===== src/rtl/core/pts_ram.sv =====
module pts_ram #(
   parameter int WIDTH = 32,
   parameter int DEPTH = 8,
   localparam int AW   = (DEPTH > 1) ? $clog2(DEPTH) : 1
) (
   input  logic             clock,
   input  logic             we,
   input  logic [AW-1:0]    waddr,
   input  logic [WIDTH-1:0] wdata,
   input  logic [AW-1:0]    raddr,
   output logic [WIDTH-1:0] rdata
);

   logic [WIDTH-1:0] mem_ff [DEPTH];
   logic [WIDTH-1:0] rdata_ff;

   // write port and registered read port
   always_ff @(posedge clock) begin
      if (we) begin
         mem_ff[waddr] <= wdata;
      end
      rdata_ff <= mem_ff[raddr];
   end

   assign rdata = rdata_ff;

endmodule


===== config.mk =====
export PLATFORM = sky130hd
export DESIGN_NAME = pts_ram
export DESIGN_NICKNAME = d
export VERILOG_FILES = /design/src/rtl/core/pts_ram.sv
export SDC_FILE = /design/constraint.sdc
export NUM_CORES = 1
export LEC_CHECK = 0
export BUFFER_PORTS_ARGS = -buffer_cell sky130_fd_sc_hd__buf_2
export CAP_MARGIN = 20
export CORE_ASPECT_RATIO = 1.1
export CORE_MARGIN = 2
export CORE_UTILIZATION = 38
export DETAILED_ROUTE_END_ITERATION = 10
export GPL_TIMING_DRIVEN = 0
export HOLD_SLACK_MARGIN = 0.03
export SYNTH_ARGS = -nofsm -noshare
export SYNTH_HDL_FRONTEND = slang
export SYNTH_SLANG_ARGS = --single-unit

===== constraint.sdc =====
create_clock -name clock -period 3.65 [get_ports clock]
set_clock_uncertainty 0.2 [all_clocks]
set_input_delay 0.9125 -clock clock [delete_from_list [all_inputs] [get_ports clock]]
set_output_delay 0.9125 -clock clock [all_outputs]
set_load 0.01 [all_outputs]

==> results.cfg <==
[routing]
wl_mm = 20.25
vias = 4553
drc = 0
via_per_inst = 5.037
wl_per_cell_um = 22.39
initialDrtViolationCount = 352
firstDrtPassIters = 4
drtAntennaViolNets = 0

[yosys]
synth-compound-area-share_pct = 0
async_flop_share_pct = 0
synth_edf_count = 256
ys_ff_latch = 288
yosys-mux-area-fraction_pct = 18.65
ys.flop_type = edfxtp_1
synth_top_family_by_area = multiplexers
synth.most_common_cell = edfxtp_1
avgSynthCellArea_um2 = 25.22
synth_warnings = 0
ys_seq_area_share_pct = 79.57
synthSimpleGateAreaFrac_pct = 0.5619
synth_top_area_cell = edfxtp_1
synth_area_um2 = 10470
yosysTopAreaCellShare_pct = 73.45
synth_top_cells_by_count = edfxtp_1 (256), mux4_1 (40), dfxtp_1 (32), mux2_2 (32), mux4_2 (24)
synth_xor_area_share_pct = 0
synth_fa_ha_area_share_pct = 0
synth_top_cells_by_area = edfxtp_1 (73%), mux4_1 (10%), dfxtp_1 (6.1%)
syn_nets = 455
synth_cell_types = 13
syn_inst = 415

[global_route]
grt_max_degree = 22
grt_overflow = 0
grt_antenna_before_repair = 4
grt_use_total_pct = 14.19
grt_pass1_vias = 4981
grt_pass1_wl_mm = 29.92

[floorplan]
placeableCoreArea_um2 = 27040
die_h_um = 178.1
row_count = 63
die_width_um = 162.2
start_util_pct = 38.71
die-area_um2 = 28890
io_pins = 72

[clocking]
cts_tree = yes
clockRootBuffer = clkbuf_16
clock_sinks = 288
cts_resized = 0
cts_hold_buf = 0
cts_buffers = 28
path_clk_slew_ps = 60
htree_levels = 1
worstSkewPairLatency_ps = 530
cts_buffer_depth = 3
post_cts_buffers = 0

[power_and_ir_drop]
p_total_uw = 6943
pwr-share-clk_pct = 40.5
p_per_area_nw_per_um2 = 555.9
p_int_uw = 5571
p_switching_uw = 1372
p_leak_uw = 0.004223
swShare_pct = 19.76
vdd_drop_max_mv = 0.3082
pwr-share-seq_pct = 54.1
pwr-share-comb_pct = 5.5

[setup_path]
startpoint_type = input pin
crit_chain = clkbuf_1, buf_2, mux4_2, mux2_2
critPathMaxFanout = 10
critPathSlowestCell = clkbuf_1
endpoint_kind = register
critPathArrivalTime_ps = 2490
slowest_delay_ps = 500
path_class = in -> reg
crit_required_ps = 3860

[outcome]
status = complete, no violations

[sta]
hold_violations = 0
post-route-period-util_pct = 62.53
relSlewSlack_pct = 46.22
final-max-slew-violation-count = 0
fin_crit_ps = 2282
fin_worst_hold_slack_ps = 449.2
worst_pin_slew_ps = 806.8
grt_setup_unrepaired = no
fmax_mhz = 438.2
finalSetupViolCount = 0

[worst_hold_path]
min_path_type = in -> reg

[final_layout]
drive_above_1_share_pct = 36.21
multi_input_comb_area_um2 = 2078
nFillCells = 2204
post-route-util_pct = 46.20
num-nets-final = 563
instances_no_fill = 904
area_delta_synth_final_pct = 19.34
regArea_um2 = 8328

[flow_run]
maxCapViolCount = 0

[placed_design]
dpl.hpwl_mm = 12.13
dp_cells = 850
place_congestion = 0.6568
io_buffers = 68
## power groups by stage
stage | sequential [uW] | combinational [uW] | clock [uW]
after floorplan | 3840 | 189 | 0
final | 3750 | 380 | 2810
after CTS | 3760 | 389 | 2890
after global routing | 3760 | 409 | 3010
after global placement | 3820 | 353 | 0
after detailed placement | 3830 | 387 | 0
## state kept, by name, indices dropped and copies added, names as in the netlist
signal and cells:
mem_ff 256, rdata 32
## layer usage
layer	wire length [um]	vias to the layer above	global-route usage, %
li1	-	2017	-
met1	7871	2385	16.76
met4	459	2	4.683
met2	10910	116	26.10
met5	13	-	0
met3	992	33	2.697
## cell type report
type | count | area share [%]
Tap cell | 357 | 3.576
Buffer | 18 | 1.022
Multi-Input combinational cell | 109 | 16.64
Clock inverter | 12 | 0.8514
Timing Repair Buffer | 78 | 4.748
Sequential cell | 288 | 66.67
Antenna cell | 3 | 0.06010
Clock buffer | 39 | 6.431
## through the flow
stage / cell area (um^2) / TNS (ps) / setup WS (ps)
5_1_grt: 12490 / 0 / 1331
3_3_place_gp: 11260 / -247520 / -1082
3_5_place_dp: 11570 / 0 / 792.4
6_report: 12490 / 0 / 1368
2_1_floorplan: 10480 / 0 / 547.8
4_1_cts: 12480 / 0 / 1357
## critical path: cells and delay by family
| family | cells | cell delay, ps |
|---|---|---|
| buffers and inverters | 2 | 930 |
| multiplexers | 2 | 650 |
## cells in the final DEF (no fill, tap or decap), types with 3 or more instances in the layout
cell	Yosys	layout
mux2_2	32	32
clkbuf_1	1	7
mux4_2	24	24
buf_12	0	3
buf_2	6	74
edfxtp_1	256	256
diode_2	0	3
dfxtp_1	32	32
buf_16	0	7
buf_1	4	4
clkbuf_8	0	4
nor2_4	0	6
clkinv_1	0	3
nand2b_1	3	3
buf_6	7	7
clkinv_2	0	7
mux4_1	40	40
clkbuf_16	0	29
## logic make-up after synthesis
family,Yosys count
flip-flops,288
buffers and inverters,18
AND/OR/NAND/NOR,13
multiplexers,96
## path summary, 6_finish.rpt
kind	from	endpoint	slack (ps)	cells after the start
max	raddr[2]	rdata[9]	1370	4
min reg2reg	mem_ff[0][19]	rdata[19]	470	2
min	wdata[10]	mem_ff[4][10]	450	1
max reg2reg	mem_ff[3][9]	rdata[9]	2110	2
(Power assumes the default switching activity.)
